<file path="src/hw/rtl/tod_pkg.sv">
// shared constants and register codes for the turnout output pulse driver
package tod_pkg;

    localparam int ADDR_W               = 12;
    localparam int KINDS_W              = 8;
    localparam int DUR_W                = 16;
    localparam int NUM_OUTPUTS          = 8;
    localparam int MAX_SWITCHES         = 4;
    localparam int NUM_SWITCHES_DEFAULT = 4;
    localparam int APB_ADDR_W           = 5;
    localparam int APB_DATA_W           = 32;
    localparam int REG_IDX_W            = 3;

    localparam logic [ADDR_W-1:0] BASE_ADDRESS_RESET = ADDR_W'(1);
    localparam logic [DUR_W-1:0]  ELAPSED_MAX        = '1;

    localparam logic [1:0] KIND_COIL  = 2'd1;
    localparam logic [1:0] KIND_MOTOR = 2'd2;

    localparam logic OP_REQUEST = 1'b0;
    localparam logic OP_TICK    = 1'b1;

    localparam logic [REG_IDX_W-1:0] REG_BASE_ADDRESS = 3'd0;
    localparam logic [REG_IDX_W-1:0] REG_SWITCH_KINDS = 3'd1;
    localparam logic [REG_IDX_W-1:0] REG_PULSE_FIRST  = 3'd2;
    localparam logic [REG_IDX_W-1:0] REG_PULSE_SECOND = 3'd3;
    localparam logic [REG_IDX_W-1:0] REG_PULSE_THIRD  = 3'd4;
    localparam logic [REG_IDX_W-1:0] REG_PULSE_FOURTH = 3'd5;

endpackage

</file>
<file path="src/hw/rtl/tod_req_if.sv">
// request channel: turnout requests and millisecond ticks
interface tod_req_if
    import tod_pkg::*;
();
    logic              valid;
    logic              ready;
    logic              opcode;
    logic [ADDR_W-1:0] address;
    logic              output_on;
    logic              direction;

    modport source (output valid, output opcode, output address, output output_on,
                    output direction, input ready);
    modport sink   (input valid, input opcode, input address, input output_on,
                    input direction, output ready);
endinterface

</file>
<file path="src/hw/rtl/tod_res_if.sv">
// result channel: output levels and request status
interface tod_res_if
    import tod_pkg::*;
();
    logic                   valid;
    logic                   ready;
    logic [NUM_OUTPUTS-1:0] pin_levels;
    logic                   request_in_range;
    logic                   coil_started;

    modport source (output valid, output pin_levels, output request_in_range,
                    output coil_started, input ready);
    modport sink   (input valid, input pin_levels, input request_in_range,
                    input coil_started, output ready);
endinterface

</file>
<file path="src/hw/rtl/turnout_output_pulse_driver.sv">
// turnout output pulse driver: request decode, coil pulse timers and motor drive
//
// usage:
//   req carries one transaction per turnout request (opcode request) or per
//   millisecond tick (opcode tick). res returns exactly one transaction per
//   req transaction, in order, with the output levels after that item, the
//   in-range flag and the coil-started flag.
//   the apb port holds base address, switch kinds and four pulse lengths;
//   write it only while no transaction is in flight.
// timing:
//   a req transaction is registered in the input stage at acceptance, and its
//   result in the result stage, which drives res.valid, once that is free.
//   one transaction per cycle is sustained while res is ready; all pulse timers
//   update in parallel in the same single cycle as the address compare.
// reset:
//   all outputs low, no pulse active, timers zero, base address 1, kinds 0,
//   pulse lengths 0; both channel stages empty.
// stall:
//   while res is held off the result register keeps its transaction, the
//   input stage holds one more, and req.ready drops until res drains.
module turnout_output_pulse_driver
    import tod_pkg::*;
#(
    parameter int NUM_SWITCHES = NUM_SWITCHES_DEFAULT
)(
    input  logic                  clk,
    input  logic                  rst_n,
    tod_req_if.sink               req,
    tod_res_if.source             res,
    input  logic                  psel,
    input  logic                  penable,
    input  logic                  pwrite,
    input  logic [APB_ADDR_W-1:0] paddr,
    input  logic [APB_DATA_W-1:0] pwdata,
    output logic [APB_DATA_W-1:0] prdata,
    output logic                  pready
);

    localparam int PINS = 2 * NUM_SWITCHES;
    localparam logic [ADDR_W:0] SWITCH_SPAN = (ADDR_W + 1)'(NUM_SWITCHES);

    // configuration
    logic [ADDR_W-1:0]  base_reg;
    logic [KINDS_W-1:0] kinds_reg;
    logic [DUR_W-1:0]   dur_reg [MAX_SWITCHES];

    // input stage
    logic              s1_valid_reg;
    logic              s1_opcode_reg;
    logic [ADDR_W-1:0] s1_address_reg;
    logic              s1_output_on_reg;
    logic              s1_direction_reg;

    // block state
    logic [NUM_OUTPUTS-1:0] levels_reg;
    logic [NUM_OUTPUTS-1:0] levels_next;
    logic [PINS-1:0]        active_reg;
    logic [PINS-1:0]        active_next;
    logic [DUR_W-1:0]       elapsed_reg  [PINS];
    logic [DUR_W-1:0]       elapsed_next [PINS];

    // result stage
    logic                   res_valid_reg;
    logic [NUM_OUTPUTS-1:0] res_levels_reg;
    logic                   res_in_range_reg;
    logic                   res_started_reg;

    logic             advance;
    logic             cfg_write;
    logic [REG_IDX_W-1:0] reg_idx;
    logic [ADDR_W:0]  addr_diff;
    logic             in_range;
    logic             started;
    logic [1:0]       sw;
    logic [1:0]       kind;
    logic [2:0]       pin;
    logic [DUR_W-1:0] elapsed_inc;

    assign pready    = 1'b1;
    assign reg_idx   = paddr[REG_IDX_W+1:2];
    assign cfg_write = psel && penable && pwrite && pready;

    assign advance   = s1_valid_reg && (!res_valid_reg || res.ready);
    assign req.ready = !s1_valid_reg || advance;

    assign res.valid            = res_valid_reg;
    assign res.pin_levels       = res_levels_reg;
    assign res.request_in_range = res_in_range_reg;
    assign res.coil_started     = res_started_reg;

    // register read
    always_comb
    begin
        case (reg_idx)
            REG_BASE_ADDRESS: prdata = APB_DATA_W'(base_reg);
            REG_SWITCH_KINDS: prdata = APB_DATA_W'(kinds_reg);
            REG_PULSE_FIRST:  prdata = APB_DATA_W'(dur_reg[0]);
            REG_PULSE_SECOND: prdata = APB_DATA_W'(dur_reg[1]);
            REG_PULSE_THIRD:  prdata = APB_DATA_W'(dur_reg[2]);
            REG_PULSE_FOURTH: prdata = APB_DATA_W'(dur_reg[3]);
            default:          prdata = '0;
        endcase
    end

    // register write
    always_ff @(posedge clk or negedge rst_n)
    begin
        if (!rst_n)
        begin
            base_reg  <= BASE_ADDRESS_RESET;
            kinds_reg <= '0;
            for (int i = 0; i < MAX_SWITCHES; i++)
            begin
                dur_reg[i] <= '0;
            end
        end
        else if (cfg_write)
        begin
            case (reg_idx)
                REG_BASE_ADDRESS: base_reg   <= pwdata[ADDR_W-1:0];
                REG_SWITCH_KINDS: kinds_reg  <= pwdata[KINDS_W-1:0];
                REG_PULSE_FIRST:  dur_reg[0] <= pwdata[DUR_W-1:0];
                REG_PULSE_SECOND: dur_reg[1] <= pwdata[DUR_W-1:0];
                REG_PULSE_THIRD:  dur_reg[2] <= pwdata[DUR_W-1:0];
                REG_PULSE_FOURTH: dur_reg[3] <= pwdata[DUR_W-1:0];
                default:          ;
            endcase
        end
    end

    // request decode
    assign addr_diff = {1'b0, s1_address_reg} - {1'b0, base_reg};
    assign in_range  = (s1_opcode_reg == OP_REQUEST) && !addr_diff[ADDR_W]
                       && (addr_diff < SWITCH_SPAN);
    assign sw        = addr_diff[1:0];
    assign kind      = 2'(kinds_reg >> {sw, 1'b0});
    assign pin       = {sw, ~s1_direction_reg};

    // next state for one item
    always_comb
    begin
        levels_next  = levels_reg;
        active_next  = active_reg;
        elapsed_next = elapsed_reg;
        started      = 1'b0;
        elapsed_inc  = '0;
        if (s1_opcode_reg == OP_TICK)
        begin
            for (int p = 0; p < PINS; p++)
            begin
                if (active_reg[p])
                begin
                    elapsed_inc = (elapsed_reg[p] == ELAPSED_MAX) ? elapsed_reg[p]
                                                                  : elapsed_reg[p] + 1'b1;
                    elapsed_next[p] = elapsed_inc;
                    if (elapsed_inc >= dur_reg[p >> 1])
                    begin
                        levels_next[p] = 1'b0;
                        active_next[p] = 1'b0;
                    end
                end
            end
        end
        else if (in_range && s1_output_on_reg)
        begin
            for (int p = 0; p < PINS; p++)
            begin
                if (kind == KIND_COIL && 3'(p) == pin && !active_reg[p])
                begin
                    active_next[p]  = 1'b1;
                    elapsed_next[p] = '0;
                    levels_next[p]  = 1'b1;
                    started         = 1'b1;
                end
                else if (kind == KIND_MOTOR && 2'(p >> 1) == sw)
                begin
                    levels_next[p] = (p % 2 == 1) ? !s1_direction_reg : s1_direction_reg;
                end
            end
        end
    end

    // input stage
    always_ff @(posedge clk or negedge rst_n)
    begin
        if (!rst_n)
        begin
            s1_valid_reg <= 1'b0;
        end
        else if (req.ready)
        begin
            s1_valid_reg <= req.valid;
        end
    end

    always_ff @(posedge clk)
    begin
        if (req.ready && req.valid)
        begin
            s1_opcode_reg    <= req.opcode;
            s1_address_reg   <= req.address;
            s1_output_on_reg <= req.output_on;
            s1_direction_reg <= req.direction;
        end
    end

    // state and result stage
    always_ff @(posedge clk or negedge rst_n)
    begin
        if (!rst_n)
        begin
            levels_reg    <= '0;
            active_reg    <= '0;
            res_valid_reg <= 1'b0;
            for (int p = 0; p < PINS; p++)
            begin
                elapsed_reg[p] <= '0;
            end
        end
        else if (advance)
        begin
            levels_reg    <= levels_next;
            active_reg    <= active_next;
            elapsed_reg   <= elapsed_next;
            res_valid_reg <= 1'b1;
        end
        else if (res.ready)
        begin
            res_valid_reg <= 1'b0;
        end
    end

    always_ff @(posedge clk)
    begin
        if (advance)
        begin
            res_levels_reg   <= levels_next;
            res_in_range_reg <= in_range;
            res_started_reg  <= started;
        end
    end

endmodule

</file>
<file path="src/flat_wrapper.sv">
// flat-port wrapper written by rule: the top's interface ports become plain ports
module turnout_output_pulse_driver_flat import tod_pkg::*;
#(
    parameter int NUM_SWITCHES = NUM_SWITCHES_DEFAULT
)
  (clk, rst_n, psel, penable, pwrite, paddr, pwdata, prdata, pready, req_valid, req_opcode, req_address, req_output_on, req_direction, req_ready, res_valid, res_pin_levels, res_request_in_range, res_coil_started, res_ready);
  tod_req_if req_i ();
  tod_res_if res_i ();
  input  logic clk;
  input  logic rst_n;
  input  logic psel;
  input  logic penable;
  input  logic pwrite;
  input  logic [APB_ADDR_W-1:0] paddr;
  input  logic [APB_DATA_W-1:0] pwdata;
  output logic [APB_DATA_W-1:0] prdata;
  output logic pready;
  input wire logic [$bits(req_i.valid)-1:0] req_valid;
  input wire logic [$bits(req_i.opcode)-1:0] req_opcode;
  input wire logic [$bits(req_i.address)-1:0] req_address;
  input wire logic [$bits(req_i.output_on)-1:0] req_output_on;
  input wire logic [$bits(req_i.direction)-1:0] req_direction;
  output wire logic [$bits(req_i.ready)-1:0] req_ready;
  output wire logic [$bits(res_i.valid)-1:0] res_valid;
  output wire logic [$bits(res_i.pin_levels)-1:0] res_pin_levels;
  output wire logic [$bits(res_i.request_in_range)-1:0] res_request_in_range;
  output wire logic [$bits(res_i.coil_started)-1:0] res_coil_started;
  input wire logic [$bits(res_i.ready)-1:0] res_ready;
  assign req_i.valid = req_valid;
  assign req_i.opcode = req_opcode;
  assign req_i.address = req_address;
  assign req_i.output_on = req_output_on;
  assign req_i.direction = req_direction;
  assign req_ready = req_i.ready;
  assign res_valid = res_i.valid;
  assign res_pin_levels = res_i.pin_levels;
  assign res_request_in_range = res_i.request_in_range;
  assign res_coil_started = res_i.coil_started;
  assign res_i.ready = res_ready;
  turnout_output_pulse_driver #(.NUM_SWITCHES(NUM_SWITCHES)) u_core (.clk(clk), .rst_n(rst_n), .req(req_i), .res(res_i), .psel(psel), .penable(penable), .pwrite(pwrite), .paddr(paddr), .pwdata(pwdata), .prdata(prdata), .pready(pready));
endmodule
</file>
<file path="config.mk">
export PLATFORM = sky130hd
export DESIGN_NAME = turnout_output_pulse_driver_flat
export DESIGN_NICKNAME = d
export VERILOG_FILES = /design/src/hw/rtl/tod_pkg.sv /design/src/hw/rtl/tod_req_if.sv /design/src/hw/rtl/tod_res_if.sv /design/src/hw/rtl/turnout_output_pulse_driver.sv /design/src/flat_wrapper.sv
export SDC_FILE = /design/constraint.sdc
export NUM_CORES = 1
export LEC_CHECK = 0
export ABC_AREA = 1
export BUFFER_PORTS_ARGS = -buffer_cell sky130_fd_sc_hd__buf_2
export CORE_MARGIN = 1.5
export CORE_UTILIZATION = 40
export DETAILED_ROUTE_END_ITERATION = 12
export PLACE_DENSITY_LB_ADDON = 0.2
export SLEW_MARGIN = 20
export SYNTH_ARGS = -nofsm -noshare
export SYNTH_HDL_FRONTEND = slang
export SYNTH_SLANG_ARGS = --single-unit
export TNS_END_PERCENT = 100
</file>
<file path="constraint.sdc">
create_clock -name clk -period 4.53 [get_ports clk]
set_input_delay 0.906 -clock clk [delete_from_list [all_inputs] [get_ports clk]]
set_output_delay 0.906 -clock clk [all_outputs]
set_load 0.005 [all_outputs]
</file>
==> flow_summary.toml <==
[final_layout]
layout_common_cells = "nand2_1 (818), inv_1 (296), dfrtp_1 (229)"
final_area_mm2 = 0.02067
drive_gt1_share_pct = 6.498
largest_reg_flops = 128
fin_nets = 2876
area_delta_synth_final_pct = 10.55
fin_cells = 3301
final_common_cell = "nand2_1"

[clocking]
cts_setup_buffers = 0
h-tree-depth = 2
cts_num_sinks = 255
clock_latency_ps = 560
cts_made_buffers = 34
cts_tree = "yes"
cts_buffer_depth = 3
cts_root_buf = "clkbuf_16"
hold_buffers = 0
cts_resized = 0
cts.clk_slew.worst_paths_ps = 60

[worst_setup_path]
required_ps = 4810
arrival_ps = 4070
crit_type = "reg2reg"
cp_slowest_stage_delay_ps = 430
critical_path.slowest_cell = "dfrtp_1"
start_kind = "register"
crit_chain = "ha_1, nand3_1, nor2_1, nand2_1, nor2_1, nand3_1, nor2_1, nand2_1, o31ai_1, inv_1, ha_1, nand2_1, inv_1, nand3_1, nor3_1, nand3_1, nand3_1, nand2_1, nand2_1, nand2_1, nand2_1, nand2_1"
crit_path_end_kind = "register"
worstPathMaxFanout = 5
cpMostUsedCell = "nand2_1"

[die]
start_util_pct = 40.33
core.rowCount = 79
dieArea_mm2 = 0.04805
core_area_mm2 = 0.04636
ios = 104
die_w_um = 219.2
die_h_um = 219.2

[sta]
tightest_slew_ps = 958.3
fmax_ghz = 0.2634
max_slew_margin_pct = 35.62
fin_crit_ps = 3796
setup_viol = 0
rsz0062_at_grt = "false"
tns_ps = 0
final.period_utilization_pct = 83.79
finClkSkew_ps = 34.68
drv_slew = 0
hold_violations = 0
setup_ws_ps = 734.2

[run]
drv_cap = 0

[logic_synthesis]
yosys_warnings = 0
synth.avg_cell_area_um2 = 7.120
ys_seq_elements = 255
synth.area.top_cells = "dfrtp_1 (31%), nand2_1 (16%), ha_1 (9.9%), inv_1 (5.9%), nand3_1 (5.2%)"
synth_top_flop_cell = "dfrtp_1"
synth_top_area_share_pct = 30.65
syn_inst = 2626
synth.cell_area_mm2 = 0.01870
yosys.area.top_type = "dfrtp_1"
synth_edf_count = 25
synth_seq_area_share_pct = 34.80
synth-async-reset-ratio_pct = 90.20
yosysUniqueCellTypes = 51

[pwr]
ir_drop_uv = 307.4
powerDensity_mw_per_mm2 = 383.5
leakage_nw = 10.80

[drt]
post_drt_wl_per_cell_um = 16.40
drt_drc_violations_left = 0
drtPass1Iterations = 5
drt_iter0_drc = 1357
routed_wl_um = 54150
dr_total_vias = 17333
vias_per_cell = 5.251
drtAntennaViolNets = 0

[global_routing]
grt_pass1_wl_um = 87930
grt_pass1_vias = 16239
grt.overflow.total = 0
antenna_found_initial = 1
grt_max_degree = 108
grt_usage_pct = 23.04

[worst_hold_path]
min_path_type = "in2async"

[place]
dp_cells = 3239
portBuffers = 68
gp_congestion = 0.8954
dp_hpwl_um = 40410
pre_cts_slack_ps = 816.7
placed_area_mm2 = 0.01952

[run_status]
outcome = "finished clean"
cell type report:
| cell class | instances | area, um^2 |
|---|---|---|
| Timing Repair Buffer | 92 | 568.0 |
| Clock inverter | 17 | 205.2 |
| Antenna cell | 1 | 2.502 |
| Fill cell | 4701 | 25690 |
| Inverter | 301 | 1134 |
| Clock buffer | 44 | 948.4 |
| Tap cell | 607 | 759.5 |
| Multi-Input combinational cell | 1984 | 10550 |
| Sequential cell | 255 | 6507 |
synthesized netlist by cell type, types with 2 or more instances:
cell type and number:
nand2_1 818, inv_1 296, dfrtp_1 229, nand3_1 196, a21oi_1 176, nor2_1 163, o21ai_0 163, ha_1 148
xor2_1 80, clkbuf_1 52, nor3_1 52, nand4_1 37, buf_4 31, edfxtp_1 25, nor4_1 16, o211ai_1 14
a22oi_1 11, o22ai_1 11, nand3b_1 10, xnor2_1 10, nand2_4 9, buf_6 8, a221oi_1 6, and3_1 6
buf_2 6, o221ai_1 5, a21o_1 4, o21ai_2 4, buf_1 3, nand2b_1 3, o21ai_4 3, or2_2 3
or4_1 3, and2_1 2, clkinv_1 2, conb_1 2, inv_2 2, nor2_2 2, o21bai_1 2, o31ai_1 2
critical path: cells and delay by family (launching register included):
family                   cells  cell delay [ps]
buffers and inverters        2              180
AO/OA/AOI/OAI                1              340
flip-flops                   1              430
adder cells (fa/ha/maj)      2              500
AND/OR/NAND/NOR             17             2070
final timing paths:
path | from | end | slack [ps] | cells after the start
min reg2reg | u_core.dur_reg[23] | u_core.dur_reg[23] | 490 | 2
max reg2reg | u_core.elapsed_reg[48] | u_core.res.pin_levels[4] | 730 | 22
max | u_core.elapsed_reg[48] | u_core.res.pin_levels[4] | 730 | 22
max in group asynchronous | rst_n | u_core.levels_reg[6] | 3150 | 2
min | rst_n | u_core.elapsed_reg[56] | 420 | 1
min in group clk | u_core.dur_reg[23] | u_core.dur_reg[23] | 490 | 2
per-stage QoR:
stage | hold WS (ps) | utilization [%] | power, mW
after floorplan | 453.0 | - | 4.416
after global placement | 466.1 | 42.10 | 5.049
after detailed placement | 472.5 | 42.10 | 5.132
after CTS | 477.6 | 44.58 | 7.988
after global routing | 493.0 | 44.59 | 8.464
final | 424.9 | 44.59 | 7.928
routing by layer:
layer  vias to the layer above  track usage, %  routed length, um
met1                      8086           32.98              25940
li1                       8685               -                  -
met5                         -               0                  0
met4                         0           7.671               1513
met3                        73           2.897               3022
met2                       489           35.80              23670
power by group:
group,leakage (nW),internal (mW),switching [mW]
logic,6.94,0.732,1.53
clock network,0.574,1.71,1.10
registers,3.29,2.60,0.259
cell families after synthesis:
| group | after synthesis | share of synthesized area (%) |
|---|---|---|
| other | 2 | 0.04016 |
| AND/OR/NAND/NOR | 1322 | 29.86 |
| adder cells (fa/ha/maj) | 149 | 10.01 |
| flip-flops | 255 | 34.80 |
| XOR/XNOR | 90 | 4.216 |
| buffers and inverters | 402 | 9.121 |
| AO/OA/AOI/OAI | 406 | 11.94 |
(Power assumes the default switching activity.)
